$ cat src/hdl/slse_pkg.sv
// Shared types and constants for the spike latency sample encoder.
// Holds field widths, register indexes, sequencer step codes and the control bundle.
// Depends on nothing; the top level, the sequencer and the bench import it.
package slse_pkg;

  // Fixed field widths of the ports.
  localparam int COORD_W    = 17;
  localparam int NOW_W      = 47;
  localparam int TICK_W     = 48;
  localparam int AMP_W      = 17;
  localparam int PAMP_W     = 15;
  localparam int LINE_W     = 3;
  localparam int CLASS_W    = 2;
  localparam int MLAT_W     = 10;
  localparam int EPI_W      = 40;
  localparam int CFG_IDX_W  = 2;
  localparam int CFG_DATA_W = 40;

  // Millisecond counts: a latency is at most 1024 and the class time at most 1028.
  localparam int MS_W = 11;

  // Configuration register indexes.
  localparam logic [CFG_IDX_W-1:0] CFG_MAX_LATENCY = 2'd0;
  localparam logic [CFG_IDX_W-1:0] CFG_PULSE_AMP   = 2'd1;
  localparam logic [CFG_IDX_W-1:0] CFG_TRAINING    = 2'd2;
  localparam logic [CFG_IDX_W-1:0] CFG_EPISODE     = 2'd3;

  // Reset values of the configuration registers.
  localparam logic [MLAT_W-1:0] MLAT_RESET = 10'd100;

  // Sequencer steps of the calculation phase. A step issues one multiply-add and
  // captures the result issued by the step before it.
  localparam int STEP_W = 4;
  localparam logic [STEP_W-1:0] STEP_LAT_X    = 4'd0;
  localparam logic [STEP_W-1:0] STEP_LAT_XN   = 4'd1;
  localparam logic [STEP_W-1:0] STEP_LAT_Y    = 4'd2;
  localparam logic [STEP_W-1:0] STEP_LAT_YN   = 4'd3;
  localparam logic [STEP_W-1:0] STEP_TICK_ONE = 4'd4;
  localparam logic [STEP_W-1:0] STEP_TICK_T0  = 4'd5;
  localparam logic [STEP_W-1:0] STEP_TICK_T1  = 4'd6;
  localparam logic [STEP_W-1:0] STEP_TICK_T2  = 4'd7;
  localparam logic [STEP_W-1:0] STEP_TICK_T3  = 4'd8;
  localparam logic [STEP_W-1:0] STEP_TICK_C   = 4'd9;
  localparam logic [STEP_W-1:0] STEP_LAST     = 4'd10;

  // Event numbering: two events per line, the last one depends on training.
  localparam int EV_W = 4;
  localparam logic [EV_W-1:0] EV_LAST_PLAIN = 4'd9;
  localparam logic [EV_W-1:0] EV_LAST_TRAIN = 4'd15;

  // Input lines.
  localparam logic [LINE_W-1:0] LINE_BIAS       = 3'd0;
  localparam logic [LINE_W-1:0] LINE_COORD0     = 3'd1;
  localparam logic [LINE_W-1:0] LINE_LAST_COORD = 3'd4;
  localparam logic [LINE_W-1:0] LINE_LABEL0     = 3'd5;

  // Class handling and the class pulse offset.
  localparam logic [CLASS_W-1:0] CLASS_MAX = 2'd2;
  localparam logic [MS_W-1:0]    TC_PAD_MS = 11'd4;

  typedef enum logic [2:0] {
    ST_IDLE,
    ST_PEND,
    ST_DISP,
    ST_CALC,
    ST_EMIT
  } state_t;

  // Control bundle from the sequencer to the datapath.
  typedef struct packed {
    logic              latch_in;
    logic              calc;
    logic [STEP_W-1:0] step;
    logic              emit;
    logic [EV_W-1:0]   ev;
    logic              emit_pend;
    logic              pend_hi;
    logic              store_pend;
  } ctl_t;

endpackage

$ cat src/hdl/spike_latency_sample_encoder.sv
// Top level of the spike latency sample encoder: configuration registers, datapath, output.
// Depends on slse_pkg, slse_mac and slse_ctrl.
//
// A start item (func 0) arms the block; the next step item (func 1) carries a sample and
// produces ten stimulus events, or sixteen in training mode, one per cycle on the output
// register while the output is free. A sample first goes through the calculation steps, in
// which the single multiply-add unit works out the four latencies and the six tick times
// one product per cycle; the events follow. The block takes no new item until the current
// one is finished, and output backpressure stalls the emission. The class pulse pair of a
// training sample leaves at the start of the next item.
module spike_latency_sample_encoder #(
  parameter int TICKS_PER_MILLI = 1000,
  parameter int COORD_FRAC_BITS = 16
) (
  input  logic                              clk,
  input  logic                              rst_n,
  input  logic                              in_valid,
  output logic                              in_ready,
  input  logic                              in_func,
  input  logic [slse_pkg::NOW_W-1:0]        in_now_tick,
  input  logic [slse_pkg::COORD_W-1:0]      in_coord_x,
  input  logic [slse_pkg::COORD_W-1:0]      in_coord_y,
  input  logic [slse_pkg::CLASS_W-1:0]      in_sample_class,
  output logic                              out_valid,
  input  logic                              out_ready,
  output logic [slse_pkg::LINE_W-1:0]       out_line_index,
  output logic signed [slse_pkg::AMP_W-1:0] out_amplitude,
  output logic [slse_pkg::TICK_W-1:0]       out_fire_tick,
  output logic                              out_last_event,
  input  logic                              cfg_valid,
  output logic                              cfg_ready,
  input  logic [slse_pkg::CFG_IDX_W-1:0]    cfg_index,
  input  logic [slse_pkg::CFG_DATA_W-1:0]   cfg_data
);
  import slse_pkg::*;

  localparam int VW = COORD_FRAC_BITS + 1;
  localparam int XW = (VW > COORD_W) ? VW : COORD_W;
  localparam int TW = $clog2(TICKS_PER_MILLI + 1);
  localparam int AW = (VW > MS_W) ? VW : MS_W;
  localparam int BW = (TW > MLAT_W) ? TW : MLAT_W;

  localparam logic [VW-1:0]     ONE   = VW'(1) << COORD_FRAC_BITS;
  localparam logic [TICK_W-1:0] HALF  = TICK_W'(1) << (COORD_FRAC_BITS - 1);
  localparam logic [BW-1:0]     TPM_B = BW'(TICKS_PER_MILLI);
  localparam logic [TICK_W-1:0] TPM_T = TICK_W'(TICKS_PER_MILLI);

  ctl_t                ctl;
  logic                out_free;

  // Configuration registers.
  logic [MLAT_W-1:0]   mlat_r;
  logic [PAMP_W-1:0]   pamp_cfg_r;
  logic                train_r;
  logic [EPI_W-1:0]    episode_r;

  // Latched item.
  logic [NOW_W-1:0]    now_r;
  logic [VW-1:0]       vx_r, vy_r;
  logic [CLASS_W-1:0]  class_r;
  logic [XW-1:0]       xw, yw;

  // Calculation results.
  logic [MS_W-1:0]     t_r [4];
  logic [MS_W-1:0]     t_new, m1, m2, tc;
  logic [TICK_W-1:0]   tk1_r, tkc_r;
  logic [TICK_W-1:0]   tkt_r [4];

  // Held class events.
  logic [LINE_W-1:0]   pline_r;
  logic [PAMP_W:0]     pamp_r;
  logic [TICK_W-1:0]   ptick_r;

  // Shared unit operands.
  logic [AW-1:0]       mac_a;
  logic [BW-1:0]       mac_b;
  logic [TICK_W-1:0]   mac_c;
  logic [TICK_W-1:0]   mac_res;

  // Event being emitted.
  logic [LINE_W-1:0]   ev_line;
  logic [PAMP_W:0]     ev_mag;
  logic                ev_neg;
  logic [TICK_W-1:0]   ev_base, ev_add;
  logic                ev_last;

  // Output register.
  logic                out_valid_r;
  logic [LINE_W-1:0]   out_line_r;
  logic [AMP_W-1:0]    out_amp_r;
  logic [TICK_W-1:0]   out_tick_r;
  logic                out_last_r;

  slse_ctrl u_ctrl (
    .clk      (clk),
    .rst_n    (rst_n),
    .in_valid (in_valid),
    .in_func  (in_func),
    .train    (train_r),
    .out_free (out_free),
    .in_ready (in_ready),
    .ctl      (ctl)
  );

  slse_mac #(
    .AW (AW),
    .BW (BW),
    .RW (TICK_W)
  ) u_mac (
    .clk (clk),
    .a   (mac_a),
    .b   (mac_b),
    .c   (mac_c),
    .res (mac_res)
  );

  // Configuration writes are always taken.
  assign cfg_ready = 1'b1;

  always_ff @(posedge clk) begin
    if (!rst_n) begin
      mlat_r     <= MLAT_RESET;
      pamp_cfg_r <= '0;
      train_r    <= 1'b0;
      episode_r  <= '0;
    end else if (cfg_valid) begin
      case (cfg_index)
        CFG_MAX_LATENCY: mlat_r     <= cfg_data[MLAT_W-1:0];
        CFG_PULSE_AMP:   pamp_cfg_r <= cfg_data[PAMP_W-1:0];
        CFG_TRAINING:    train_r    <= cfg_data[0];
        CFG_EPISODE:     episode_r  <= cfg_data[EPI_W-1:0];
        default:         ;
      endcase
    end
  end

  // Coordinates above one saturate to one.
  assign xw = XW'(in_coord_x);
  assign yw = XW'(in_coord_y);

  always_ff @(posedge clk) begin
    if (ctl.latch_in) begin
      now_r   <= in_now_tick;
      vx_r    <= (xw > XW'(ONE)) ? ONE : VW'(xw);
      vy_r    <= (yw > XW'(ONE)) ? ONE : VW'(yw);
      class_r <= (in_sample_class > CLASS_MAX) ? CLASS_MAX : in_sample_class;
    end
  end

  // Class pulse time: later of the two per-axis earliest latencies, plus the pad.
  assign m1    = (t_r[0] < t_r[1]) ? t_r[0] : t_r[1];
  assign m2    = (t_r[2] < t_r[3]) ? t_r[2] : t_r[3];
  assign tc    = ((m1 > m2) ? m1 : m2) + TC_PAD_MS;
  assign t_new = MS_W'(mac_res >> COORD_FRAC_BITS) + MS_W'(1);

  // Operand selection for the shared unit.
  always_comb begin
    mac_a = '0;
    mac_b = '0;
    mac_c = '0;
    if (ctl.calc) begin
      case (ctl.step)
        STEP_LAT_X: begin
          mac_a = AW'(vx_r);
          mac_b = BW'(mlat_r);
          mac_c = HALF;
        end
        STEP_LAT_XN: begin
          mac_a = AW'(ONE - vx_r);
          mac_b = BW'(mlat_r);
          mac_c = HALF;
        end
        STEP_LAT_Y: begin
          mac_a = AW'(vy_r);
          mac_b = BW'(mlat_r);
          mac_c = HALF;
        end
        STEP_LAT_YN: begin
          mac_a = AW'(ONE - vy_r);
          mac_b = BW'(mlat_r);
          mac_c = HALF;
        end
        STEP_TICK_ONE: begin
          mac_a = AW'(1);
          mac_b = TPM_B;
          mac_c = TICK_W'(now_r);
        end
        STEP_TICK_T0: begin
          mac_a = AW'(t_r[0]);
          mac_b = TPM_B;
          mac_c = TICK_W'(now_r);
        end
        STEP_TICK_T1: begin
          mac_a = AW'(t_r[1]);
          mac_b = TPM_B;
          mac_c = TICK_W'(now_r);
        end
        STEP_TICK_T2: begin
          mac_a = AW'(t_r[2]);
          mac_b = TPM_B;
          mac_c = TICK_W'(now_r);
        end
        STEP_TICK_T3: begin
          mac_a = AW'(t_r[3]);
          mac_b = TPM_B;
          mac_c = TICK_W'(now_r);
        end
        STEP_TICK_C: begin
          mac_a = AW'(tc);
          mac_b = TPM_B;
          mac_c = TICK_W'(now_r);
        end
        default: ;
      endcase
    end
  end

  // Capture the result issued by the step before.
  always_ff @(posedge clk) begin
    if (ctl.calc) begin
      case (ctl.step)
        STEP_LAT_XN:   t_r[0]   <= t_new;
        STEP_LAT_Y:    t_r[1]   <= t_new;
        STEP_LAT_YN:   t_r[2]   <= t_new;
        STEP_TICK_ONE: t_r[3]   <= t_new;
        STEP_TICK_T0:  tk1_r    <= mac_res;
        STEP_TICK_T1:  tkt_r[0] <= mac_res;
        STEP_TICK_T2:  tkt_r[1] <= mac_res;
        STEP_TICK_T3:  tkt_r[2] <= mac_res;
        STEP_TICK_C:   tkt_r[3] <= mac_res;
        STEP_LAST:     tkc_r    <= mac_res;
        default: ;
      endcase
    end
  end

  // Hold the class pulse pair for the next item.
  always_ff @(posedge clk) begin
    if (ctl.store_pend) begin
      pline_r <= LINE_LABEL0 + LINE_W'(class_r);
      pamp_r  <= {pamp_cfg_r, 1'b0};
      ptick_r <= tkc_r;
    end
  end

  // Event fields: pairs of events share a line, the odd one ends the pulse.
  always_comb begin
    logic [LINE_W-1:0] pair;
    logic [LINE_W-1:0] cidx;
    logic              odd;
    pair    = ctl.ev[EV_W-1:1];
    odd     = ctl.ev[0];
    cidx    = pair - LINE_COORD0;
    ev_line = pair;
    ev_mag  = {1'b0, pamp_cfg_r};
    ev_neg  = odd;
    ev_base = tk1_r;
    ev_add  = odd ? TPM_T : '0;
    ev_last = 1'b0;
    if (ctl.emit_pend) begin
      ev_line = pline_r;
      ev_mag  = pamp_r;
      ev_neg  = ctl.pend_hi;
      ev_base = ptick_r;
      ev_add  = ctl.pend_hi ? TPM_T : '0;
      ev_last = ctl.pend_hi;
    end else if (pair == LINE_BIAS) begin
      ev_base = tk1_r;
    end else if (pair < LINE_LABEL0) begin
      ev_base = tkt_r[cidx[1:0]];
      ev_last = odd && !train_r && (pair == LINE_LAST_COORD);
    end else begin
      // Label lines: inhibit now, release after the episode.
      ev_neg = !odd;
      ev_add = odd ? TICK_W'(episode_r) : '0;
    end
  end

  assign out_free = !out_valid_r || out_ready;

  // Output register: valid flag.
  always_ff @(posedge clk) begin
    if (!rst_n) begin
      out_valid_r <= 1'b0;
    end else if (ctl.emit || ctl.emit_pend) begin
      out_valid_r <= 1'b1;
    end else if (out_ready) begin
      out_valid_r <= 1'b0;
    end
  end

  // Output register: payload of the transfer.
  always_ff @(posedge clk) begin
    if (ctl.emit || ctl.emit_pend) begin
      out_line_r <= ev_line;
      out_amp_r  <= ev_neg ? (AMP_W'(0) - AMP_W'(ev_mag)) : AMP_W'(ev_mag);
      out_tick_r <= ev_base + ev_add;
      out_last_r <= ev_last;
    end
  end

  assign out_valid      = out_valid_r;
  assign out_line_index = out_line_r;
  assign out_amplitude  = out_amp_r;
  assign out_fire_tick  = out_tick_r;
  assign out_last_event = out_last_r;

endmodule

$ cat src/hdl/slse_mac.sv
// Shared multiply-add unit of the spike latency sample encoder.
// Computes a*b + c and registers the result; used for latencies and tick times.
// Depends on nothing.
module slse_mac #(
  parameter int AW = 17,
  parameter int BW = 10,
  parameter int RW = 48
) (
  input  logic          clk,
  input  logic [AW-1:0] a,
  input  logic [BW-1:0] b,
  input  logic [RW-1:0] c,
  output logic [RW-1:0] res
);

  logic [AW+BW-1:0] prod;
  logic [RW-1:0]    res_r;
  logic [RW-1:0]    res_nxt;

  // Product, widened addend sum.
  assign prod    = (AW+BW)'(a) * (AW+BW)'(b);
  assign res_nxt = RW'(prod) + c;

  always_ff @(posedge clk) begin
    res_r <= res_nxt;
  end

  assign res = res_r;

endmodule

$ cat src/hdl/slse_ctrl.sv
// Sequencer of the spike latency sample encoder.
// Tracks the armed flag and pending class events, and steps the shared unit and emission.
// Depends on slse_pkg.
module slse_ctrl (
  input  logic          clk,
  input  logic          rst_n,
  input  logic          in_valid,
  input  logic          in_func,
  input  logic          train,
  input  logic          out_free,
  output logic          in_ready,
  output slse_pkg::ctl_t ctl
);
  import slse_pkg::*;

  state_t            state_r, state_nxt;
  logic [STEP_W-1:0] step_r, step_nxt;
  logic [EV_W-1:0]   ev_r, ev_nxt;
  logic              pidx_r, pidx_nxt;
  logic              func_r, func_nxt;
  logic              armed_r, armed_nxt;
  logic              pend_valid_r, pend_valid_nxt;
  logic [EV_W-1:0]   ev_last;

  // Control state.
  always_ff @(posedge clk) begin
    if (!rst_n) begin
      state_r      <= ST_IDLE;
      step_r       <= '0;
      ev_r         <= '0;
      pidx_r       <= 1'b0;
      func_r       <= 1'b0;
      armed_r      <= 1'b0;
      pend_valid_r <= 1'b0;
    end else begin
      state_r      <= state_nxt;
      step_r       <= step_nxt;
      ev_r         <= ev_nxt;
      pidx_r       <= pidx_nxt;
      func_r       <= func_nxt;
      armed_r      <= armed_nxt;
      pend_valid_r <= pend_valid_nxt;
    end
  end

  assign ev_last = train ? EV_LAST_TRAIN : EV_LAST_PLAIN;

  // Next state and control outputs.
  always_comb begin
    state_nxt      = state_r;
    step_nxt       = step_r;
    ev_nxt         = ev_r;
    pidx_nxt       = pidx_r;
    func_nxt       = func_r;
    armed_nxt      = armed_r;
    pend_valid_nxt = pend_valid_r;
    in_ready       = 1'b0;
    ctl            = '0;
    ctl.step       = step_r;
    ctl.ev         = ev_r;
    ctl.pend_hi    = pidx_r;
    case (state_r)
      ST_IDLE: begin
        in_ready = 1'b1;
        if (in_valid) begin
          ctl.latch_in = 1'b1;
          func_nxt     = in_func;
          pidx_nxt     = 1'b0;
          state_nxt    = pend_valid_r ? ST_PEND : ST_DISP;
        end
      end
      // Class events held over from the previous sample go out first.
      ST_PEND: begin
        if (out_free) begin
          ctl.emit_pend = 1'b1;
          if (pidx_r) begin
            pend_valid_nxt = 1'b0;
            state_nxt      = ST_DISP;
          end else begin
            pidx_nxt = 1'b1;
          end
        end
      end
      ST_DISP: begin
        if (!func_r) begin
          armed_nxt = 1'b1;
          state_nxt = ST_IDLE;
        end else if (!armed_r) begin
          state_nxt = ST_IDLE;
        end else begin
          step_nxt  = STEP_LAT_X;
          state_nxt = ST_CALC;
        end
      end
      ST_CALC: begin
        ctl.calc = 1'b1;
        if (step_r == STEP_LAST) begin
          ev_nxt    = '0;
          state_nxt = ST_EMIT;
        end else begin
          step_nxt = step_r + 1'b1;
        end
      end
      ST_EMIT: begin
        if (out_free) begin
          ctl.emit = 1'b1;
          if (ev_r == ev_last) begin
            armed_nxt      = 1'b0;
            ctl.store_pend = train;
            if (train) begin
              pend_valid_nxt = 1'b1;
            end
            state_nxt = ST_IDLE;
          end else begin
            ev_nxt = ev_r + 1'b1;
          end
        end
      end
      default: begin
        state_nxt = ST_IDLE;
      end
    endcase
  end

endmodule

$ cat config.mk
export PLATFORM = sky130hd
export DESIGN_NAME = spike_latency_sample_encoder
export DESIGN_NICKNAME = d
export VERILOG_FILES = /design/src/hdl/slse_pkg.sv /design/src/hdl/spike_latency_sample_encoder.sv /design/src/hdl/slse_mac.sv /design/src/hdl/slse_ctrl.sv
export SDC_FILE = /design/constraint.sdc
export NUM_CORES = 1
export LEC_CHECK = 0
export BUFFER_PORTS_ARGS = -buffer_cell sky130_fd_sc_hd__buf_2
export CAP_MARGIN = 10
export CORE_ASPECT_RATIO = 1.75
export CORE_MARGIN = 2
export CORE_UTILIZATION = 55
export DETAILED_ROUTE_END_ITERATION = 7
export MAX_ROUTING_LAYER = met4
export PLACE_DENSITY = 0.86
export SKIP_CTS_REPAIR_TIMING = 1
export SYNTH_ARGS = -nofsm -noshare
export SYNTH_HDL_FRONTEND = slang
export SYNTH_HIERARCHICAL = 1
export SYNTH_SLANG_ARGS = --single-unit
$ cat constraint.sdc
create_clock -name clk -period 8.6 [get_ports clk]
set_input_delay 0.86 -clock clk [delete_from_list [all_inputs] [get_ports clk]]
set_output_delay 0.86 -clock clk [all_outputs]
set_load 0.02 [all_outputs]
-- Yosys cells after proc, flatten, opt, wreduce, memory -nomap -nowiden
Memory sizes are Yosys's and may differ from the RTL's.
Index checks and enable logic that the tools add are counted.
- bits in registers: 444
- word-level logic and storage cells: 230
- input bits: 131
- memories: 2
- RAM bits: 236
- muxes and demuxes: 113
- add/subtract/negate cells: 11
- $mul: 1
- magnitude comparators: 7
- reduce and logical (&&, ||, !) cells: 38
- equality and inequality tests: 31
- memory list (name ; words ; width ; rd ports ; clocked after memory_dff ; wr ports ; line ; source):
    tkt_r ; 4 ; 48 ; 1 ; 0 ; 1 ; spike_latency_sample_encoder.sv:67 ; logic [TICK_W-1:0] tkt_r [4];
    t_r ; 4 ; 11 ; 4 ; 0 ; 1 ; spike_latency_sample_encoder.sv:64 ; logic [MS_W-1:0] t_r [4];
- operator list (operator ; number):
    $mux W48 ; 6
    $pmux W17 S10 ; 1
    $mux W40 ; 4
    $reduce_or A48 Y1 ; 3
    $pmux W47 S2 ; 1
    $mux W11 ; 6
    $mux W1 ; 58
    $add A27 B47 Y48 ; 1
    $add A48 B48 Y48 ; 1
    $mux W47 ; 1
    $gt A17 B17 Y1 const B ; 2
    $sub A17 B17 Y17 const A ; 2
    $reduce_or A11 Y1 ; 3
    $mux W16 ; 2
    $mux W10 ; 3
    $mul A17 B10 Y27 ; 1
    $mux W3 ; 9
    $mux W4 ; 6
    $lt A11 B11 Y1 ; 2
    $pmux W10 S2 ; 1
    $mux W17 ; 1
    $sub A1 B16 Y17 const A ; 1
    $eq A4 B3 Y1 const B ; 4
    $mux W2 ; 8
    other kinds (35) ; 74

-- Longest topological paths before layout
Gate-level depths: netlist (run 1).
An unclocked memory read counts as a cell.
- depth after elaboration: 10
- gate-level depth with buffers: 41
- mapped depth without buffers: 37

-- Cells and area by module
Netlist (run 1), hierarchy kept.
- by module, submodules not included (module ; times used ; cells each ; area an instance (sq um)):
    spike_latency_sample_encoder ; 1 ; 2071 ; 27869.2
    slse_mac ; 1 ; 912 ; 7981.4
    slse_ctrl ; 1 ; 110 ; 927.1

-- Worst setup path after synthesis (run 1)
No wires, ideal clock.
- kind: reg2reg
- start: memory t_r[3][6]
- end: register u_mac.res_r[43] (netlist: u_mac/res[43])
- arrival: 8997 ps
- path slack: -518 ps
- setup time: 120 ps
- cell stages (with the launch flop): 38
- clock period less this slack: 9118 ps
- path through: edfxtp_1 -> inv_1 -> ha_1 -> a21o_1 -> a221oi_2 -> o21ai_2 -> a41oi_4 -> buf_6 -> mux2i_1 -> ha_1 -> nand4_1 -> nor2_1 -> a211oi_1 -> or2_2 -> buf_6 -> mux2i_1 -> ha_1 -> and4_2 -> [... 2 more ...] -> clkbuf_1 -> nand2_1 -> fa_1 -> inv_1 -> fa_1 -> fa_1 -> fa_1 -> inv_1 -> fa_1 -> inv_1 -> ha_1 -> clkbuf_2 -> and4_4 -> nand2_1 -> or4_4 -> a211oi_4 -> o2111ai_1 -> xnor2_1
- RTL lines (element ; line ; source):
    start: declaration ; spike_latency_sample_encoder.sv:64 ;
    end signal: assignment ; slse_mac.sv:25 ; res_r <= res_nxt;
    end: declaration ; slse_mac.sv:17 ; logic [RW-1:0] res_r;

==> impl_metrics.py, run 1 <==
metrics = {
    "run_status": {
        "status": "finished, violations left",
        "violations": "setup timing",
    },
    "synthesis": {
        "avgSynthCellArea_um2": 11.89,
        "yosys_warnings": 6,
        "seq_area_frac_synth_pct": 51.98,
        "syn_area_um2": 36780,
        "async_reset_ff_share_pct": 0,
        "synth_cell_type_count": 100,
        "synth_fp_nets": 3517,
        "synth_edf_count": 550,
        "syn-instance-count": 3093,
        "synthFlopType": "edfxtp_1",
        "ys_ff_latch": 680,
    },
    "power": {
        "ir_drop_mv": 0.1582,
        "p_leak_nw": 16.84,
        "p_clk_share_pct": 43.4,
        "power.sequential.fraction_pct": 54.2,
        "switching_power_w": 0.001381,
        "p_per_area_nw_per_um2": 154.4,
        "p_total_w": 0.006622,
        "swShare_pct": 20.85,
        "p_comb_share_pct": 2.4,
        "internal_power_w": 0.005241,
    },
    "global_routing": {
        "grt_antenna_before_repair": 2,
        "grt_max_degree": 81,
        "grt_use_total_pct": 29.68,
        "grt_pass1_wl_um": 149500,
        "grt-ovfl-total": 0,
        "grt_pass1_vias": 26940,
    },
    "floorplan": {
        "start_util_pct": 55.46,
        "num_rows": 125,
        "die_area_um2": 69030,
        "die_w_um": 199.5,
        "core_um2": 66310,
        "die_h_um": 346.1,
        "num_io_pins": 203,
    },
    "layout": {
        "final_common_cell": "edfxtp_1",
        "final_layout_size_suffix_gt1_share_pct": 20.79,
        "final_cells": 4389,
        "layout_common_cells": "edfxtp_1 (550), nand2_1 (382), inv_1 (258), buf_4 (218), buf_2 (201)",
        "area_delta_synth_final_pct": 16.60,
        "fin_nets": 3871,
    },
    "setup_path": {
        "critPathMaxStageDelay_ps": 570,
        "crit_fanout": 9,
        "worst_setup_path_start_kind": "register",
        "crit_type": "reg2reg",
        "cp.required_ps": 9190,
        "cp_slowest_cell": "fa_1",
        "crit_arrival_ps": 9730,
        "cp-end-kind": "register",
        "cp_common_cell": "fa_1",
    },
    "timing": {
        "finalCriticalPeriod_ps": 9136,
        "hold_violations": 0,
        "period_share_pct": 106.2,
        "max_freq_ghz": 0.1095,
        "rsz0062_at_grt": "yes",
        "setup_tns_ps": -11340,
        "finalWorstSetupSlack_ps": -536.5,
        "whs_ps": 357.8,
        "final.setup_skew_ps": 47.76,
        "setup_viol": 34,
        "worst_pin_slew_ps": 1115,
        "slew_viol_final": 0,
        "relSlewSlack_pct": 25.38,
    },
    "routing": {
        "avgRoutedWirePerCell_um": 22.96,
        "antenna_left": 0,
        "wl_um": 100800,
        "vias": 26040,
        "first_iter_violations": 1996,
        "drt_pass1_iterations": 6,
        "viasPerCell": 5.933,
        "drc": 0,
    },
    "placement": {
        "io_buffers": 201,
        "gp_congestion": 1.006,
        "hpwl_um": 71120,
        "dp.cells": 4249,
    },
    "cts": {
        "path_clk_slew_ps": 70,
        "cts_inserted_buffers": 59,
        "cts_buffer_depth": 3,
        "cts_tree": "yes",
        "clock_sinks": 680,
        "htreeDepth": 2,
        "cts_root_buf": "clkbuf_16",
        "clock_latency_ps": 680,
    },
    "run": {
        "cap_violations": 0,
    },
    "worst_hold_path": {
        "holdCritPathClass": "in2reg",
    },
}
## power by group through the flow
stage	registers [W]	clock network (W)	logic, W
2_1_floorplan	0.00365	0	0.0000862
3_3_place_gp	0.00366	0	0.000150
3_5_place_dp	0.00366	0	0.000154
4_1_cts	0.00359	0.00290	0.000156
5_1_grt	0.00359	0.00300	0.000173
6_report	0.00359	0.00288	0.000158
## through the flow
step,setup slack [ps],area (um2),utilization (%)
2_1_floorplan,0.6848,36980,-
3_3_place_gp,-357.0,40100,60.47
3_5_place_dp,-458.2,40100,60.47
4_1_cts,-522.6,42220,63.66
5_1_grt,-734.6,42880,64.66
6_report,-536.5,42880,64.66
## path summary, 6_finish.rpt
check                 startpoint                    end  slack [ps]  cells after the start
max          t_r[3][4]$_DFFE_PP_  u_mac/res[47]$_DFF_P_        -540                     39
min              in_now_tick[40]    now_r[40]$_DFFE_PP_         360                      1
max reg2reg  t_r[3][4]$_DFFE_PP_  u_mac/res[47]$_DFF_P_        -540                     39
min reg2reg   tkc_r[5]$_DFFE_PP_   ptick_r[5]$_DFFE_PP_         390                      0
## synth_stat cells (13+ instances only)
cell type	number	share of area [%]
a21oi_1	119	1.6
dfxtp_1	130	7.1
xnor2_1	88	2.1
a211oi_1	13	0.27
edfxtp_1	550	45
nand2_1	393	4.0
nor2b_1	52	0.88
o211ai_1	19	0.39
nor4_1	15	0.26
inv_1	262	2.7
a22oi_1	26	0.53
and3_1	23	0.39
mux2i_1	104	2.8
nor2_1	92	0.94
buf_2	20	0.27
ha_1	147	5.0
o21ai_0	110	1.5
and2_1	164	2.8
mux4_2	48	2.9
clkbuf_1	98	1.0
nand3_1	55	0.75
a31oi_1	15	0.26
nand4_1	25	0.43
fa_1	146	7.9
o21a_1	14	0.29
xor2_1	39	0.93
nor3_1	24	0.33
a21o_1	31	0.63
a21boi_0	68	1.4
nand2b_1	20	0.34
## area by class of cell
type,instances,area (um2)
Fill cell,4809,23430
Sequential cell,680,19120
Multi-Input combinational cell,2008,16670
Timing Repair Buffer,433,2853
Clock buffer,76,1654
Tap cell,889,1112
Inverter,265,994.7
Clock inverter,35,464.2
Antenna cell,3,7.507
## routing by layer
metal | up-vias | track usage [%] | part of all wire (%)
met4 | 0 | 20.88 | 8.1
met3 | 432 | 4.665 | 7.2
met2 | 1375 | 51.60 | 52
li1 | 11590 | - | -
met1 | 12650 | 30.13 | 33
met5 | - | - | 0
## worst max-delay path, delay by kind of cell (launching register included)
kind	cells	cell delay, ps
buf+inv	10	1120
simple gates	8	1500
flops	1	420
compound gates	9	1790
xor+xnor	1	190
fa+ha+maj	9	3490
mux	2	510
## registers in the layout, summed over array words and instances (netlist names), 3 cells and up
register and count:
tk1_r 48, u_ctrl/step_r 4, now_r 47, t_r 44, vy_r 17, ptick_r 48, pamp_r 15, out_amplitude 17
u_ctrl/state_r 3, u_ctrl/ev_r 4, u_mac/res 48, out_fire_tick 48, vx_r 17, pline_r 3, tkt_r 192, tkc_r 48
episode_r 40, mlat_r 10, out_line_index 3, pamp_cfg_r 15
## cells by family (layout without fill, tap and decap cells)
logic type	after synthesis	count (layout)	share of synthesized area, %
AND/OR/NAND/NOR	920	920	12.37
flip-flops	680	680	51.98
AO/OA/AOI/OAI	504	504	9.162
buffers and inverters	405	809	4.406
adder cells (fa/ha/maj)	293	293	12.95
multiplexers	162	162	6.086
XOR/XNOR	127	127	3.024
other	2	5	0.02042
(Power assumes the default switching activity.)
==> run 2: changes to the inputs <==
--- a/config.mk
+++ b/config.mk
@@ -11,7 +11,6 @@
 export CORE_MARGIN = 2
 export CORE_UTILIZATION = 55
 export DETAILED_ROUTE_END_ITERATION = 7
-export MAX_ROUTING_LAYER = met4
 export PLACE_DENSITY = 0.86
 export SKIP_CTS_REPAIR_TIMING = 1
 export SYNTH_ARGS = -nofsm -noshare
==> constraint.sdc (replaced) <==
create_clock -name clk -period 8.6 [get_ports clk]
set_input_delay 0.86 -clock clk [delete_from_list [all_inputs] [get_ports clk]]
set_output_delay 0.86 -clock clk [all_outputs]
set_load 0.05 [all_outputs]
==> run 2 against run 1 <==
Net effect: the run ends with DRC, setup timing left; worst setup slack better by 48 ps; total power rose by 3.4%; global-route usage shrank 1.0 points; wire length is 1.3% lower; clock skew down 9.6 ps; utilization rose by 0.51 points; sequential power barely moved; fmax is 0.53% higher; non-clock buffer count is 2 higher; critical endpoint is now u_mac/res[44]$_DFF_P_; largest cell class unchanged.
==> impl_metrics.py, run 2 (synthesized netlist as in run 1, its figures left out) <==
metrics = {
    "run_status": {
        "status": "finished, violations left",
        "violations": "DRC, setup timing",
    },
    "power": {
        "swShare_pct": 21.39,
        "p_total_w": 0.006849,
        "power.sequential.fraction_pct": 52.4,
        "p_leak_nw": 17.01,
        "internal_power_w": 0.005384,
        "p_per_area_nw_per_um2": 158.5,
        "p_clk_share_pct": 45.3,
        "switching_power_w": 0.001465,
        "ir_drop_mv": 0.1517,
        "p_comb_share_pct": 2.3,
    },
    "setup_path": {
        "cp-end-kind": "register",
        "critPathBufInv": 8,
        "cp_slowest_cell": "fa_2",
        "worst_setup_path_start_kind": "register",
        "crit_fanout": 7,
        "reg2reg_setup_slack_ps": -490,
        "cp_common_cell": "inv_2",
        "critPathMaxStageDelay_ps": 560,
        "crit_type": "reg2reg",
        "r2r_end": "u_mac/res[44]$_DFF_P_",
        "crit-reg2reg-launch": "t_r[3][6]$_DFFE_PP_",
        "crit_arrival_ps": 9600,
        "crit_family": "adder cells",
        "cp.required_ps": 9110,
        "rr_worst_depth": 36,
    },
    "global_routing": {
        "use_met2_pct": 50.16,
        "busiest_layer": "met2",
        "grt_use_met1_pct": 30.67,
        "grt-ovfl-total": 0,
        "grt_pass1_vias": 26820,
        "grt.met3_usage_pct": 4.655,
        "grt_pass1_wl_um": 148800,
        "grt_antenna_before_repair": 3,
        "grt_max_degree": 81,
        "grt_use_total_pct": 28.65,
    },
    "timing": {
        "final.setup_skew_ps": 38.13,
        "hold_violations": 0,
        "setup_viol": 31,
        "worst_pin_slew_ps": 1094,
        "period_share_pct": 105.7,
        "rsz0062_at_grt": "yes",
        "slew_viol_final": 0,
        "relSlewSlack_pct": 26.81,
        "finalCriticalPeriod_ps": 9088,
        "finalWorstSetupSlack_ps": -488.4,
        "max_freq_ghz": 0.1100,
    },
    "placement": {
        "hpwl_um": 70370,
        "preCtsSetupSlack_ps": -333.5,
        "io_buffers": 201,
        "gp_congestion": 1.013,
    },
    "layout": {
        "layout_common_cells": "edfxtp_1 (550), nand2_1 (380), inv_1 (250), buf_4 (215), buf_2 (201)",
        "largest_register": "tkt_r",
        "n_fill_cell": 4719,
        "largest_register_ffs": 192,
        "fin_nets": 3880,
        "final_common_cell": "edfxtp_1",
        "regArea_um2": 19120,
        "area_delta_synth_final_pct": 17.51,
        "multi_input_area_um2": 16760,
        "final_layout_size_suffix_gt1_share_pct": 21.91,
    },
    "routing": {
        "antenna_left": 0,
        "drc": 1,
        "drt_pass1_iterations": 8,
        "vias": 26110,
        "first_iter_violations": 2203,
        "wl_um": 99430,
        "viasPerCell": 5.932,
        "avgRoutedWirePerCell_um": 22.59,
    },
    "floorplan": {
        "die_h_um": 346.1,
        "num_rows": 125,
        "core_um2": 66310,
        "die_area_um2": 69030,
        "die_w_um": 199.5,
        "num_io_pins": 203,
        "start_util_pct": 55.46,
    },
    "cts": {
        "clock_sinks": 680,
        "cts_tree": "yes",
        "htreeDepth": 3,
        "clock_latency_ps": 650,
        "cts_inserted_buffers": 66,
        "cts_buffer_depth": 3,
        "cts_root_buf": "clkbuf_16",
        "path_clk_slew_ps": 70,
    },
    "run": {
        "cap_violations": 0,
    },
    "worst_hold_path": {
        "whs_path_depth": 1,
        "hold-path-endpoint": "now_r[2]$_DFFE_PP_",
        "holdCritPathClass": "in2reg",
        "min_from": "in_now_tick[2]",
    },
}
==> run 2: cell types whose count changed in the layout (fill, tap and decap cells not counted), sizes merged <==
cell | before | now
buf | 432 | 433
bufinv | 8 | 6
clkinvlp | 2 | 6
clkdlybuf4s15 | 1 | 0
clkbuf | 76 | 87
==> run 2: how the worst max path moves through the flow <==
stage	startpoint	to	depth (start not counted)
final	t_r[3][6]$_DFFE_PP_	u_mac/res[44]$_DFF_P_	36
after global routing	t_r[3][6]$_DFFE_PP_	u_mac/res[44]$_DFF_P_	37
after CTS	t_r[3][6]$_DFFE_PP_	u_mac/res[29]$_DFF_P_	39
after detailed placement	t_r[0][2]$_DFFE_PP_	u_mac/res[44]$_DFF_P_	37
after global placement	t_r[2][6]$_DFFE_PP_	u_mac/res[44]$_DFF_P_	36
after floorplan	t_r[2][6]$_DFFE_PP_	u_mac/res[43]$_DFF_P_	35
==> run 2: cell type report <==
cell class,instances,area share (%)
antenna,3,0.01737
clock buffer,85,4.322
clock inverter,37,1.120
inverter,265,2.302
multi-input combinational,2008,38.79
sequential,680,44.25
tap,889,2.574
timing repair buffer,435,6.630
==> run 2: routing by layer <==
| layer | part of all wire [%] | wire length (um) |
|---|---|---|
| met3 | 7.0 | 6971 |
| met4 | 8.4 | 8349 |
| met2 | 51 | 51050 |
| met1 | 33 | 33050 |
| met5 | 0 | 0 |
==> run 2: through the flow <==
step / instances / setup TNS (ps) / utilization [%] / hold WS, ps / cell area [um2]
6_report: 4402 / -8196 / 65.17 / 401.3 / 43220
4_1_cts: 4369 / -9403 / 63.94 / 367.1 / 42400
3_3_place_gp: 4247 / -1326 / 60.39 / 400.1 / 40050
5_1_grt: 4402 / -18080 / 65.17 / 388.5 / 43220
3_5_place_dp: 4247 / -5969 / 60.39 / 404.5 / 40050
2_1_floorplan: 3093 / 0 / - / 400.3 / 36980
==> run 2: power groups by stage <==
stage               combinational (W)  sequential, W  clock (W)
floorplan                   0.0000877        0.00365          0
global placement             0.000153        0.00366          0
detailed placement           0.000157        0.00366          0
CTS                          0.000159        0.00359    0.00313
global route                 0.000175        0.00359    0.00326
finish                       0.000161        0.00359    0.00310
==> run 2: worst register-to-register path: cells and delay by family (launching register included) <==
family | cells | cell delay (ps)
flops | 1 | 420
simple gates | 8 | 1700
mux | 2 | 600
fa+ha+maj | 9 | 3530
buf+inv | 8 | 820
xor+xnor | 1 | 150
compound gates | 8 | 1750
